<file path="src/sv/ray_triangle_intersect_top_macros.svh">
// Assertion macros for the ray/triangle intersection block.
// Included by the top level; empty when SYNTHESIS is defined.
`ifndef RAY_TRIANGLE_INTERSECT_TOP_MACROS_SVH
`define RAY_TRIANGLE_INTERSECT_TOP_MACROS_SVH
`ifndef SYNTHESIS
// antecedent true implies consequent in the same cycle
`define RTI_ASSERT_IMPLY(lbl, clk, rstn, ante, cons) \
    lbl: assert property (@(posedge clk) disable iff (!rstn) (ante) |-> (cons)) \
        else $error("rti assertion failed");
// antecedent true implies consequent in the next cycle
`define RTI_ASSERT_NEXT(lbl, clk, rstn, ante, cons) \
    lbl: assert property (@(posedge clk) disable iff (!rstn) (ante) |=> (cons)) \
        else $error("rti assertion failed");
`else
`define RTI_ASSERT_IMPLY(lbl, clk, rstn, ante, cons)
`define RTI_ASSERT_NEXT(lbl, clk, rstn, ante, cons)
`endif
`endif

</file>
<file path="src/sv/rti_pdiv.sv">
// Pipelined restoring divider, one quotient bit per stage, with sideband.
// Depends on nothing.
module rti_pdiv #(
    parameter int NUM_W = 46,
    parameter int DEN_W = 32,
    parameter int Q_W   = 15,
    parameter int SB_W  = 1
) (
    input  logic             i_clk,
    input  logic             i_rst_n,
    input  logic             i_en,
    input  logic             i_valid,
    input  logic [NUM_W-1:0] i_num,
    input  logic [DEN_W-1:0] i_den,
    input  logic [SB_W-1:0]  i_sb,
    output logic             o_valid,
    output logic [Q_W-1:0]   o_quo,
    output logic [SB_W-1:0]  o_sb
);
    localparam int IW = (NUM_W > DEN_W + Q_W) ? NUM_W : DEN_W + Q_W;

    logic             r_vld [Q_W];
    logic [IW-1:0]    r_rem [Q_W];
    logic [DEN_W-1:0] r_den [Q_W];
    logic [Q_W-1:0]   r_quo [Q_W];
    logic [SB_W-1:0]  r_sb  [Q_W];

    for (genvar k = 0; k < Q_W; k++) begin : g_stage
        localparam int SH = Q_W - 1 - k;
        logic             v_in;
        logic [IW-1:0]    rem_in;
        logic [DEN_W-1:0] den_in;
        logic [Q_W-1:0]   quo_in;
        logic [SB_W-1:0]  sb_in;
        logic [IW-1:0]    den_sh;
        logic             take;
        logic [IW-1:0]    n_rem;
        logic [Q_W-1:0]   n_quo;

        if (k == 0) begin : g_first
            assign v_in   = i_valid;
            assign rem_in = IW'(i_num);
            assign den_in = i_den;
            assign quo_in = '0;
            assign sb_in  = i_sb;
        end else begin : g_next
            assign v_in   = r_vld[k-1];
            assign rem_in = r_rem[k-1];
            assign den_in = r_den[k-1];
            assign quo_in = r_quo[k-1];
            assign sb_in  = r_sb[k-1];
        end

        assign den_sh = IW'(den_in) << SH;
        assign take   = rem_in >= den_sh;
        assign n_rem  = take ? rem_in - den_sh : rem_in;
        assign n_quo  = {quo_in[Q_W-2:0], take};

        always_ff @(posedge i_clk) begin
            if (!i_rst_n) begin
                r_vld[k] <= 1'b0;
            end else if (i_en) begin
                r_vld[k] <= v_in;
            end
        end

        always_ff @(posedge i_clk) begin
            if (i_en) begin
                r_rem[k] <= n_rem;
                r_den[k] <= den_in;
                r_quo[k] <= n_quo;
                r_sb[k]  <= sb_in;
            end
        end
    end

    assign o_valid = r_vld[Q_W-1];
    assign o_quo   = r_quo[Q_W-1];
    assign o_sb    = r_sb[Q_W-1];
endmodule

</file>
<file path="config.mk">
export PLATFORM = sky130hd
export DESIGN_NAME = rti_pdiv
export DESIGN_NICKNAME = d
export VERILOG_FILES = /design/src/sv/ray_triangle_intersect_top_macros.svh /design/src/sv/rti_pdiv.sv
export SDC_FILE = /design/constraint.sdc
export NUM_CORES = 2
export LEC_CHECK = 0
export ABC_AREA = 0
export ABC_CLOCK_PERIOD_IN_PS = 4700
export BUFFER_PORTS_ARGS = -buffer_cell sky130_fd_sc_hd__buf_2
export CAP_MARGIN = 20
export CORE_UTILIZATION = 49
export CTS_BUF_LIST = sky130_fd_sc_hd__clkbuf_4
export DETAILED_ROUTE_END_ITERATION = 16
export PLACE_DENSITY = 0.77
export REMOVE_ABC_BUFFERS = 1
export SLEW_MARGIN = 5
export SYNTH_ARGS = -nofsm -noshare
export SYNTH_HDL_FRONTEND = slang
export SYNTH_SLANG_ARGS = --single-unit
</file>
<file path="constraint.sdc">
create_clock -name i_clk -period 4.7 [get_ports i_clk]
set_input_delay 0 -clock i_clk [delete_from_list [all_inputs] [get_ports i_clk]]
set_output_delay 0 -clock i_clk [all_outputs]
set_load 0.05 [all_outputs]
</file>
# Word-level counts from Yosys, hierarchy flattened
# Memories as Yosys holds them, arrays and structs flattened.
# Index checks and enable logic that the tools add are counted.
# classes
add_sub_neg,15
n_lt_le_gt_ge,15
n_mux,35
bitwise_logic,15
# op_table
cell,count
47-bit two-way mux,15
47-bit by 32-bit >= comparator with 1-bit output,1
47-bit by 33-bit >= comparator with 1-bit output,1
47-bit by 34-bit >= comparator with 1-bit output,1
47-bit by 35-bit >= comparator with 1-bit output,1
47-bit by 36-bit >= comparator with 1-bit output,1
47-bit by 37-bit >= comparator with 1-bit output,1
47-bit by 38-bit >= comparator with 1-bit output,1
47-bit by 39-bit >= comparator with 1-bit output,1
47-bit by 40-bit >= comparator with 1-bit output,1
47-bit by 41-bit >= comparator with 1-bit output,1
47-bit by 42-bit >= comparator with 1-bit output,1
47-bit by 43-bit >= comparator with 1-bit output,1
47-bit by 44-bit >= comparator with 1-bit output,1
47-bit by 45-bit >= comparator with 1-bit output,1
46-bit by 46-bit subtractor with 47-bit output,1
47-bit by 32-bit subtractor with 47-bit output,1
47-bit by 33-bit subtractor with 47-bit output,1
47-bit by 34-bit subtractor with 47-bit output,1
47-bit by 35-bit subtractor with 47-bit output,1
47-bit by 36-bit subtractor with 47-bit output,1
47-bit by 37-bit subtractor with 47-bit output,1
47-bit by 38-bit subtractor with 47-bit output,1
47-bit by 39-bit subtractor with 47-bit output,1
9 further kinds,42
# word_totals
word_cells,85
mem_bits_rw,1440
reg_bits,0
input_bits,83
out_inout_bits,17
n_memories,5
# memory_table
name,depth,word_bits,rd,rd_ports_with_merged_regs,wr,line_no,source
r_rem,15,47,14,0,15,rti_pdiv.sv:23,logic [IW-1:0] r_rem [Q_W];
r_den,15,32,14,0,15,rti_pdiv.sv:24,logic [DEN_W-1:0] r_den [Q_W];
r_quo,15,15,15,0,15,rti_pdiv.sv:25,logic [Q_W-1:0] r_quo [Q_W];
r_sb,15,1,15,0,15,rti_pdiv.sv:26,logic [SB_W-1:0] r_sb [Q_W];
r_vld,15,1,15,0,15,rti_pdiv.sv:22,logic r_vld [Q_W];

# Longest topological paths before layout
# logic_depth
word_depth,4
mapped_depth,16
mapped_depth_nobuf,14

# Worst setup path before layout
# OpenSTA, ideal clock, no wires.
# synth_timing
kind,register -> register
from,memory r_rem[0][105] in the netlist's numbering
to,"memory r_rem[0][153] in the netlist's numbering, data pin"
arrival_time_ns,3.299
setup_slack_ns,1.141
n_path_buf,2
stages_incl_launch_ff,16
required_time_ns,4.440
synth_period_minus_slack_ns,3.559
setup_time_ns,0.260
cell_sequence,edfxtp_1 > inv_1 > ha_1 > inv_1 > fa_1 > a21oi_1 > o22ai_1 > o31ai_2 > o31a_4 > o311ai_4 > a31oi_4 > o21ai_2 > or4b_1 > buf_2 > buf_6 > mux2_4
# synth_lines
item,line_no
from (decl),rti_pdiv.sv:23

==> results_dict.tcl <==
set metrics [dict create \
    status "finished, violations left" \
    violations "design-rule violations, negative setup slack" \
    ys.flop_type "edfxtp_1" \
    grt_pass1_vias 52187 \
    min_path_cells 5 \
    clock_path_buffers 4 \
    cts_sinks 1256 \
    min_to "r_rem[0][41]" \
    coreArea_sq_um 144000 \
    die_area_sq_um 146000 \
    synth-seq-cells 1256 \
    path_max_fanout 8 \
    avgSynthCellArea_sq_um 11.0 \
    wl_per_cell_um 17.7 \
    yosysWarnings 0 \
    ant_nets 0 \
    first_iter_violations 3283 \
    areaGrowthSynthToFinish_pct 13.9 \
    crit_top_cell "dlygate4sd3_1" \
    gp_congestion 0.966 \
    hold_path_class "in -> reg" \
    critical_path_class "in -> reg" \
    clk_latency_ns 1.26 \
    drt_first_pass_iters 12 \
    synth_cell_type_count 107 \
    skew_ns 0.112 \
    worstPathCellList "dlygate4sd3_1 > dlygate4sd3_1 > buf_2 > dlygate4sd3_1 > inv_1 > ha_1 > nand4_1 > buf_4 > nor4_4 > a31o_2 > nor2_1 > nor2_1 > o41ai_4 > clkbuf_16 > buf_4 > nand2_1 > dlygate4sd3_1 > o21ai_0 > dlygate4sd3_1" \
    ir_drop_v 0.000229 \
    slew_headroom_pct 22.8 \
    setup_viol 29 \
    grt_pass1_wl_um 253000 \
    drc 12 \
    synth_cells 6459 \
    cap_violations 0 \
    final_common_cell "edfxtp_1" \
    async_flop_share_pct 0 \
    pin_count 100 \
    cts_tree "yes" \
    setup_tns_ns -2.75 \
    grt_usage_pct 21.6 \
    finalNonFillerCells 9197 \
    setup_ws_ns -0.194 \
    clk_pin_slew_worst_paths_ns 0.06 \
    synth_edf_count 1255 \
    hpwl_um 114000 \
    final_cell_mix "edfxtp_1, inv_1, a21oi_1, nand2_1, ha_1" \
    fin_area_sq_um 80800 \
    totalWireLength_um 162000 \
    min_period_ns 4.89 \
    grt_antenna_before_repair 4 \
    cp.arrival_ns 5.87 \
    cpMaxStageDelayCell "dlygate4sd3_1" \
    fp.dieH_um 383 \
    timing.rr.start "r_den[0][0]" \
    ys_seq_area_share_pct 53.1 \
    cts_buffers 342 \
    power_density_nw_per_um2 566 \
    avgViaCountPerCell 5.60 \
    grt_max_degree 151 \
    io_buffers 99 \
    place_inst 8363 \
    fmax_mhz 204 \
    ff2ff_setup_slack_ns 0.35 \
    cp-end-kind "flop" \
    drv_slew 0 \
    cp-start-kind "input pin" \
    critPathMaxStageDelay_ns 0.62 \
    worst_pin_slew_ns 1.15 \
    hold_viol 0 \
    place_area_sq_um 74000 \
    fill_cells 11904 \
    worstHoldStart "i_num[41]" \
    ff2ff_path_depth 12 \
    final_layout_size_suffix_gt1_share_pct 11.4 \
    fin_crit_sh_pct 104 \
    power.total_mw 45.7 \
    nets 7670 \
    vias 51488 \
    critPathRequiredTime_ns 5.68 \
    synthesis.area_sq_um 71000 \
    die_w_um 383 \
    cts_root_buf "clkbuf_4" \
    htreeDepth 5 \
    grt-ovfl-total 0 \
    p_leak_nw 32.8 \
    std_cell_rows 139 \
    r2r_end "r_rem[0][79]" \
    start_util_pct 49.4 \
]
## through the flow
stage	utilization (%)	hold WS, ns	setup WS [ns]
CTS	56.1	0.192	0.0910
finish	56.2	0.376	-0.194
floorplan	-	0.0989	-0.508
global route	56.2	0.270	-0.116
detailed placement	51.5	0.182	0.419
global placement	51.5	0.183	0.503
## worst max-delay path by stage
stage,startpoint,end,slack [ns],depth (start not counted)
after floorplan,r_rem[0][337],r_rem[1][44],-0.51,11
after global placement,r_rem[0][105],r_rem[0][155],0.50,14
after detailed placement,r_rem[0][105],r_rem[0][153],0.42,14
after CTS,i_den[2],r_rem[0][42],0.09,19
after global routing,i_den[12],r_rem[0][29],-0.12,19
final,i_den[12],r_rem[0][29],-0.19,19
## sequential cells by signal (all words and copies together) (netlist names)
signal / cells
r_den: 448
r_quo: 120
r_rem: 658
r_sb: 15
r_vld: 15
## synth_stat cells (11+ instances only)
library cell	n	area (sq um)
a21boi_0	16	120
nor3_1	91	455
and2_1	24	150
xor2_1	201	1760
edfxtp_1	1255	37700
buf_2	43	215
or4_1	16	120
a21oi_1	526	2630
xnor2_1	269	2360
or3_1	35	219
ha_1	480	6010
a21o_1	268	2010
o21bai_1	53	398
o21ai_0	478	2390
a221oi_1	11	96.3
o31ai_1	46	345
nand3_1	105	526
clkbuf_1	117	439
a2111oi_0	14	123
nor2b_1	72	450
nand2_1	513	1930
a31oi_1	44	275
inv_1	609	2290
nand4_1	100	626
o21a_1	48	360
and3_1	70	438
mux2_2	47	529
nand3b_1	12	90.1
nor2_1	356	1340
fa_1	14	280
o2111ai_1	12	105
o211ai_1	36	270
and4_1	13	114
a41oi_1	19	166
a211o_1	19	166
o31a_1	16	140
buf_1	12	45.0
nor4b_1	11	96.3
a211oi_1	31	233
nor4_1	62	388
a311oi_1	11	96.3
nand2b_1	69	432
or2_2	25	156
## cell families after synthesis
family          share of synthesized area, %
fa+ha+maj                               8.86
simple gates                            11.1
buf+inv                                 4.30
compound gates                          15.7
mux                                     1.06
xor+xnor                                5.80
flops                                   53.1
## layer usage
layer	vias to the layer above	track usage, %	routed length (um)
met1	23735	21.0	58600
met3	668	4.07	7960
met4	0	16.9	12600
met2	1864	39.8	83300
li1	25221	-	-
met5	-	0	0
## power breakdown
group | internal (mW) | switching, mW
sequential | 16.1 | 1.56
combinational | 8.37 | 10.9
clock | 4.53 | 4.28
total | 29.0 | 16.7
## timing repair
| item | 4_1_cts | 5_1_grt |
|---|---|---|
| hold buffers | 276 | 0 |
| buffers inserted | 0 | 11 |
| gates resized for setup | 0 | 21 |
| setup endpoints to repair | 0 | 31 |
| hold endpoints to repair | 1351 | 0 |
## layout make-up
cell class | instances | area, sq um | share of cell area [%]
sequential | 1256 | 37700 | 46.7
multi-input combinational | 4414 | 30400 | 37.6
timing repair buffer | 467 | 4250 | 5.25
clock buffer | 445 | 3340 | 4.13
tap | 1903 | 2380 | 2.95
inverter | 612 | 2300 | 2.84
clock inverter | 94 | 462 | 0.571
antenna | 6 | 15.0 | 0.0186
## critical path: cells and delay by family
kind | cells | cell delay, ns
fa+ha+maj | 1 | 0.40
simple gates | 5 | 1.12
compound gates | 3 | 0.57
buf+inv | 10 | 3.75
Note: power is estimated with default switching activity, not from simulation.
