File: src/sv/ray_triangle_intersect_top_macros.svh
// Assertion macros for the ray/triangle intersection block.
// Included by the top level; empty when SYNTHESIS is defined.
`ifndef RAY_TRIANGLE_INTERSECT_TOP_MACROS_SVH
`define RAY_TRIANGLE_INTERSECT_TOP_MACROS_SVH
`ifndef SYNTHESIS
// antecedent true implies consequent in the same cycle
`define RTI_ASSERT_IMPLY(lbl, clk, rstn, ante, cons) \
    lbl: assert property (@(posedge clk) disable iff (!rstn) (ante) |-> (cons)) \
        else $error("rti assertion failed");
// antecedent true implies consequent in the next cycle
`define RTI_ASSERT_NEXT(lbl, clk, rstn, ante, cons) \
    lbl: assert property (@(posedge clk) disable iff (!rstn) (ante) |=> (cons)) \
        else $error("rti assertion failed");
`else
`define RTI_ASSERT_IMPLY(lbl, clk, rstn, ante, cons)
`define RTI_ASSERT_NEXT(lbl, clk, rstn, ante, cons)
`endif
`endif

File: src/sv/rti_pkg.sv
// Types and constants shared by the ray/triangle intersection block.
// No dependencies.
package rti_pkg;

    localparam int W_CRD   = 32;   // coordinate width
    localparam int W_E     = 33;   // edge and offset vector width
    localparam int W_WIDE  = 104;  // determinant and numerator width
    localparam int W_C     = 31;   // normalised cross product component
    localparam int W_SS    = 64;   // sum of squares
    localparam int W_TQ    = 32;   // distance quotient, top bit flags overflow
    localparam int W_NQ    = 15;   // normal quotient
    localparam int W_NUM_N = 46;   // normal dividend
    localparam int W_LEN   = 32;   // normal length
    localparam int W_NRM   = 16;
    localparam int NRM_SHIFT = 14;
    localparam logic [W_NQ-1:0] NRM_ONE = 15'd16384;

    localparam int CFG_IDX_W = 3;
    localparam logic [CFG_IDX_W-1:0] REG_ORG_X = 3'd0;
    localparam logic [CFG_IDX_W-1:0] REG_ORG_Y = 3'd1;
    localparam logic [CFG_IDX_W-1:0] REG_ORG_Z = 3'd2;
    localparam logic [CFG_IDX_W-1:0] REG_DIR_X = 3'd3;
    localparam logic [CFG_IDX_W-1:0] REG_DIR_Y = 3'd4;
    localparam logic [CFG_IDX_W-1:0] REG_DIR_Z = 3'd5;

    typedef struct packed {
        logic signed [31:0] vert_a_x;
        logic signed [31:0] vert_a_y;
        logic signed [31:0] vert_a_z;
        logic signed [31:0] vert_b_x;
        logic signed [31:0] vert_b_y;
        logic signed [31:0] vert_b_z;
        logic signed [31:0] vert_c_x;
        logic signed [31:0] vert_c_y;
        logic signed [31:0] vert_c_z;
    } t_tri;

    typedef struct packed {
        logic               hit;
        logic signed [31:0] hit_distance;
        logic signed [31:0] hit_point_x;
        logic signed [31:0] hit_point_y;
        logic signed [31:0] hit_point_z;
        logic signed [15:0] normal_x;
        logic signed [15:0] normal_y;
        logic signed [15:0] normal_z;
    } t_res;

    typedef struct packed {
        logic [2:0][W_CRD-1:0] org;
        logic [2:0][W_CRD-1:0] dir;
    } t_ray;

    // solver result handed to the dividers
    typedef struct packed {
        logic                 cand;
        logic [W_WIDE-1:0]    det;
        logic [W_WIDE-1:0]    nt;
        logic [W_SS-1:0]      ss;
        logic [2:0][W_C-1:0]  c;
        logic [2:0]           nsign;
    } t_sol;

    // travels beside the distance divider
    typedef struct packed {
        logic                 cand;
        logic [2:0][W_C-1:0]  c;
        logic [2:0]           nsign;
    } t_dsb;

    // travels beside the normal dividers
    typedef struct packed {
        logic                 hit;
        logic [W_CRD-1:0]     distance;
        logic [2:0][63:0]     prod;
        logic [2:0]           nsign;
    } t_nsb;

endpackage

File: src/sv/rti_isqrt.sv
// Pipelined integer square root of the 64-bit sum of squares, two bits a stage.
// Depends on rti_pkg.
module rti_isqrt (
    input  logic                        i_clk,
    input  logic                        i_rst_n,
    input  logic                        i_en,
    input  logic                        i_valid,
    input  logic [rti_pkg::W_SS-1:0]    i_rad,
    output logic                        o_valid,
    output logic [rti_pkg::W_LEN-1:0]   o_root
);
    import rti_pkg::*;

    localparam int NST = W_SS / 2;

    logic            r_vld [NST];
    logic [W_SS-1:0] r_x   [NST];
    logic [W_SS-1:0] r_res [NST];

    for (genvar k = 0; k < NST; k++) begin : g_stage
        localparam int BP = W_SS - 2 - 2 * k;
        logic            v_in;
        logic [W_SS-1:0] x_in;
        logic [W_SS-1:0] res_in;
        logic [W_SS-1:0] bit_k;
        logic [W_SS:0]   trial;
        logic            take;
        logic [W_SS-1:0] n_x;
        logic [W_SS-1:0] n_res;

        if (k == 0) begin : g_first
            assign v_in   = i_valid;
            assign x_in   = i_rad;
            assign res_in = '0;
        end else begin : g_next
            assign v_in   = r_vld[k-1];
            assign x_in   = r_x[k-1];
            assign res_in = r_res[k-1];
        end

        assign bit_k = W_SS'(1) << BP;
        assign trial = {1'b0, res_in} + {1'b0, bit_k};
        assign take  = {1'b0, x_in} >= trial;
        assign n_x   = take ? x_in - trial[W_SS-1:0] : x_in;
        assign n_res = take ? (res_in >> 1) + bit_k : res_in >> 1;

        always_ff @(posedge i_clk) begin
            if (!i_rst_n) begin
                r_vld[k] <= 1'b0;
            end else if (i_en) begin
                r_vld[k] <= v_in;
            end
        end

        always_ff @(posedge i_clk) begin
            if (i_en) begin
                r_x[k]   <= n_x;
                r_res[k] <= n_res;
            end
        end
    end

    assign o_valid = r_vld[NST-1];
    assign o_root  = r_res[NST-1][W_LEN-1:0];
endmodule

File: config.mk
export PLATFORM = sky130hd
export DESIGN_NAME = rti_isqrt
export DESIGN_NICKNAME = d
export VERILOG_FILES = /design/src/sv/ray_triangle_intersect_top_macros.svh /design/src/sv/rti_pkg.sv /design/src/sv/rti_isqrt.sv
export SDC_FILE = /design/constraint.sdc
export NUM_CORES = 2
export LEC_CHECK = 0
export BUFFER_PORTS_ARGS = -buffer_cell sky130_fd_sc_hd__buf_2
export CORE_AREA = 2 2 639 641
export DETAILED_ROUTE_END_ITERATION = 6
export DIE_AREA = 0 0 641 643
export HOLD_SLACK_MARGIN = 0.02
export SLEW_MARGIN = 20
export SYNTH_ARGS = -nofsm -noshare
export SYNTH_HDL_FRONTEND = slang
export SYNTH_MEMORY_MAX_BITS = 65536
export SYNTH_SLANG_ARGS = --single-unit
File: constraint.sdc
create_clock -name i_clk -period 3.7 [get_ports i_clk]
set_input_delay 0.555 -clock i_clk [delete_from_list [all_inputs] [get_ports i_clk]]
set_output_delay 0.555 -clock i_clk [all_outputs]
set_load 0.02 [all_outputs]
## After elaboration in Yosys (flattened, before gate mapping)

Memories as Yosys holds them, arrays and structs flattened.
Cells that the tools add are included.

- Register bits: 0
- Memory bits (writable): 4128
- Bits of input ports: 68
- Output and inout bits: 33
- Logic and storage cells: 262
- Memories kept: 3

- Add/subtract/negate cells: 94
- $lt $le $gt $ge: 32
- Muxes and demuxes: 101
- Bitwise operators: 32

Memories:

| memory | words | bits a word | read ports | clocked after Yosys merged registers in | write ports | line | RTL |
|---|---|---|---|---|---|---|---|
| r_res | 32 | 64 | 32 | 0 | 32 | rti_isqrt.sv:18 | `logic [W_SS-1:0] r_res [NST];` |
| r_x | 32 | 64 | 31 | 0 | 32 | rti_isqrt.sv:17 | `logic [W_SS-1:0] r_x [NST];` |
| r_vld | 32 | 1 | 32 | 0 | 32 | rti_isqrt.sv:16 | `logic r_vld [NST];` |

Operators with widths:

| cell | number |
|---|---|
| $mux 64 | 63 |
| $ge 64x65->1 | 31 |
| $sub 64x64->64 | 31 |
| $add 64x1->65 const B | 1 |
| $add 64x11->65 const B | 1 |
| $add 64x13->65 const B | 1 |
| $add 64x15->65 const B | 1 |
| $add 64x17->65 const B | 1 |
| $add 64x19->65 const B | 1 |
| $add 64x21->65 const B | 1 |
| $add 64x23->65 const B | 1 |
| $add 64x25->65 const B | 1 |
| $add 64x27->65 const B | 1 |
| $add 64x29->65 const B | 1 |
| $add 64x3->65 const B | 1 |
| $add 64x31->65 const B | 1 |
| $add 64x33->65 const B | 1 |
| $add 64x35->65 const B | 1 |
| $add 64x37->65 const B | 1 |
| $add 64x39->65 const B | 1 |
| $add 64x41->65 const B | 1 |
| $add 64x43->65 const B | 1 |
| $add 64x45->65 const B | 1 |
| $add 64x47->65 const B | 1 |
| 46 further kinds | 113 |

## Depth between registers and ports, before layout

- Depth after elaboration: 4
- Mapped depth: 16
- Mapped depth without buffers: 14

## Worst setup path after synthesis

Ideal clock, no wire load.

- Path type: reg-to-reg
- From: memory r_x[29][9], in the netlist r_x[1][841]
- To: memory r_x[30][48], in the netlist r_x[1][944] (data pin)
- Library setup time: 0.258 ns
- Arrival time: 3.158 ns
- Data required time: 3.442 ns
- Path slack: 0.284 ns
- Cell stages (with the launch flop): 12
- Buffers on the path: 0
- Period minus slack after synthesis: 3.416 ns
- Cells stage by stage: edfxtp_1 ha_1 a211oi_2 o31ai_1 a21oi_1 nand3_1 a311o_1 a211oi_1 o21a_1 o211ai_1 or4b_1 xnor2_1

RTL lines:

| what | line |
|---|---|
| from (decl) | rti_isqrt.sv:17 |

==> flow_metrics.py <==
metrics = {
    "outcome": {
        "run_status": "finished, final reports clean",
    },
    "worst_hold_path": {
        "min_to": "r_res[0][437]$_DFFE_PP_",
        "hold_depth": 1,
        "hp-start": "i_en",
        "min_path_type": "in2reg",
    },
    "clock_tree": {
        "cts.clk_slew.worst_paths_ns": 0.06,
        "htree_levels": 5,
        "cts-root-buf": "clkbuf_16",
        "clock_latency_ns": 0.94,
        "clock_sinks": 2544,
        "cts_tree": "done",
        "cts_buffers": 288,
        "cts.path.max_buffers": 4,
    },
    "global_route": {
        "antenna_found_initial": 3,
        "grt_pass1_vias": 78110,
        "gr-usage-all-layers_pct": 12.70,
        "grt_first_pass_wirelength_um": 417000,
        "grt_max_degree": 128,
        "overflow": 0,
    },
    "worst_setup_path": {
        "cp-end-kind": "flop",
        "crit_required_ns": 4.31,
        "start_kind": "flop",
        "crit-reg2reg-launch": "r_res[1][92]$_DFFE_PP_",
        "reg2regPathDepth": 12,
        "critPathKind": "reg2reg",
        "path_buf_inv": 1,
        "critPathArrivalTime_ns": 4.31,
        "cp_max_fo": 3,
        "crit_family": "simple AND/OR/NAND/NOR gates",
        "rr_endpoint": "r_x[1][189]$_DFFE_PP_",
        "cp_slowest_stage_delay_ns": 0.62,
        "crit_chain": "inv_2, ha_4, o21a_1, nor4_4, o41ai_4, a221o_1, a221o_1, nand3_2, nand3_2, or4b_4, nor4_4, xor2_1",
        "r2r_setup_slack_ns": 0.0008,
        "cpMaxStageDelayCell": "or4b_4",
    },
    "synth": {
        "synth_top_cell_area_share_pct": 63.05,
        "yosysUniqueCellTypes": 105,
        "synth_edf_count": 2543,
        "ys_warn_count": 0,
        "synth_area_leaders": "edfxtp_1, ha_1, xnor2_1",
        "yosys.area.top_type": "edfxtp_1",
        "async_reset_ff_share_pct": 0,
        "synth.cell_area_sq_mm": 0.1211,
        "yosysSeqAreaShare_pct": 63.07,
        "synth_top_flop_cell": "edfxtp_1",
        "synth_seq_cells": 2544,
        "synth.avg_cell_area_sq_um": 12.73,
        "syn_nets": 10140,
        "synth_cells": 9513,
    },
    "floorplan": {
        "rows": 234,
        "core_area_sq_mm": 0.4052,
        "dieArea_sq_mm": 0.4122,
        "die_w_um": 641,
        "die_h_um": 643,
        "io_pins": 101,
        "start_util_pct": 29.89,
    },
    "power_and_ir_drop": {
        "finalPower_w": 0.08649,
        "p_leak_nw": 54.27,
        "p_per_area_mw_per_mm2": 600.9,
        "vdd_ir_drop_max_mv": 0.4936,
    },
    "timing": {
        "skew_ns": 0.09316,
        "fin_setup_tns_ns": 0,
        "hold_viol": 0,
        "period_minus_slack_ns": 3.699,
        "max_freq_ghz": 0.2703,
        "rsz0062_at_grt": "true",
        "slew_headroom_pct": 34.03,
        "finalSetupViolCount": 0,
        "slew_violations": 0,
        "worst-slew-pin-transition_ns": 0.9820,
        "period_share_pct": 99.98,
    },
    "final_layout": {
        "nNetsFinal": 11090,
        "syn_to_final_growth_pct": 18.84,
        "nFillCells": 39280,
        "fin_cells": 16110,
        "drive_gt1_share_pct": 13.74,
    },
    "placement": {
        "dp_hpwl_um": 203600,
        "place_congestion": 0.9300,
        "port_buffers": 100,
        "dp_cells": 15520,
    },
    "drt": {
        "ant_nets": 0,
        "wirelength_um": 268100,
        "wl_per_cell_um": 16.64,
        "drtIter0Drc": 4173,
        "firstDrtPassIters": 7,
        "routed-via-count": 75320,
        "drcViolationCount": 0,
        "viasPerCell": 4.675,
    },
    "flow_run": {
        "drv_cap": 0,
    },
}
[power breakdown]
part / switching (W) / internal, W / leakage (nW)
clock network: 0.0114 / 0.0167 / 4.52
registers: 0.00251 / 0.0365 / 24.5
logic: 0.0106 / 0.00870 / 25.2
[state kept, by name, indices dropped and copies added (netlist names)]
name   flops
r_vld     32
r_x     1984
r_res    528
[cells in the mapped netlist (all sizes together) (14+ instances only)]
library cell / instances
o21bai: 42
mux2i: 21
nor3b: 24
nand2: 568
or4: 73
or3: 73
or2: 44
a21oi: 631
a211oi: 42
nor4b: 43
a21o: 230
o21ai: 399
edfxtp: 2543
clkbuf: 152
inv: 686
xor2: 420
buf: 34
ha: 558
o31ai: 46
o21a: 96
nor4: 366
mux2: 104
o2111ai: 16
nand2b: 122
nor3: 245
a31oi: 41
nand4b: 23
and4: 18
nand4: 159
a21boi: 14
nand3b: 29
and3: 79
xnor2: 446
nand3: 153
o211ai: 45
nor2b: 72
o41ai: 16
and2: 25
nor2: 643
[worst max-delay path by stage]
stage	slack, ns	to	start	cells past startpoint
2_1_floorplan	0.28	r_x[1][944]$_DFFE_PP_	r_x[1][841]$_DFFE_PP_	11
3_5_place_dp	-0.23	r_x[1][760]$_DFFE_PP_	r_x[1][669]$_DFFE_PP_	12
4_1_cts	0.008	r_x[1][767]$_DFFE_PP_	r_x[1][669]$_DFFE_PP_	12
6_report	0.0008	r_x[1][189]$_DFFE_PP_	r_res[1][92]$_DFFE_PP_	12
5_1_grt	-0.12	r_x[1][189]$_DFFE_PP_	r_res[1][92]$_DFFE_PP_	12
3_3_place_gp	-0.28	r_x[1][760]$_DFFE_PP_	r_x[1][669]$_DFFE_PP_	12
[stage by stage]
step           area, sq um  utilization, %  hold slack, ns  setup slack [ns]
3_3_place_gp        133200           32.86          0.4278           -0.2842
2_1_floorplan       121100               -          0.4166            0.2844
6_report            143900           35.52          0.1835         0.0007896
5_1_grt             143900           35.52          0.1468           -0.1217
3_5_place_dp        133200           32.86          0.4293           -0.2306
4_1_cts             143200           35.35          0.1076          0.008474
[area by class of cell]
cell class                 count  area (sq um)  share of cell area [%]
tap                         5428          6792                   4.719
clock buffer                 364          7661                   5.323
timing repair buffer         846          6735                   4.680
antenna                        1         2.502                0.001739
inverter                     686          2575                   1.789
clock inverter               147          1674                   1.163
multi-input combinational   6097         42110                   29.25
sequential                  2544         76380                   53.07
[per-layer routing]
metal  GRT usage [%]  vias up  wire length, um
met3           1.553      654             7494
met2           25.94     1237           150200
met1           11.74    35800            92980
met5               0        -                0
met4           7.478        0            17420
li1                -    37630                -
[placed cells by master (no fill, tap or decap), drive strengths merged, types with 18 or more instances in the layout]
| cell | n |
|---|---|
| edfxtp | 2543 |
| buf | 781 |
| inv | 694 |
| nor2 | 643 |
| a21oi | 631 |
| nand2 | 568 |
| ha | 558 |
| xnor2 | 446 |
| xor2 | 420 |
| o21ai | 399 |
| nor4 | 366 |
| clkbuf | 364 |
| nor3 | 245 |
| a21o | 230 |
| nand4 | 159 |
| nand3 | 153 |
| nand2b | 122 |
| mux2 | 104 |
| clkinv | 103 |
| o21a | 96 |
| and3 | 79 |
| or4 | 73 |
| or3 | 73 |
| nor2b | 72 |
| dlygate4sd3 | 65 |
| o31ai | 46 |
| o211ai | 45 |
| or2 | 44 |
| nor4b | 43 |
| o21bai | 42 |
| a211oi | 42 |
| a31oi | 41 |
| nand3b | 29 |
| bufinv | 29 |
| and2 | 25 |
| nor3b | 24 |
| nand4b | 23 |
| mux2i | 21 |
| and4 | 18 |
[repair_timing]
item | in CTS | in global routing
pin swaps | 2 | 28
endpoints found under the setup margin | 67 | 205
resized for setup | 15 | 98
setup buffers | 1 | 21
cloned | 0 | 0
endpoints found under the hold margin | 65 | 0
hold buffers | 65 | 0
[cells by family after synthesis]
logic type	count (synthesis)	synth area share [%]
simple gates	2786	11.98
flops	2544	63.07
compound gates	1762	9.036
buf+inv	872	2.747
xor+xnor	866	6.263
fa+ha+maj	558	5.765
mux	125	1.141
Note: power is estimated with default switching activity, not from simulation.
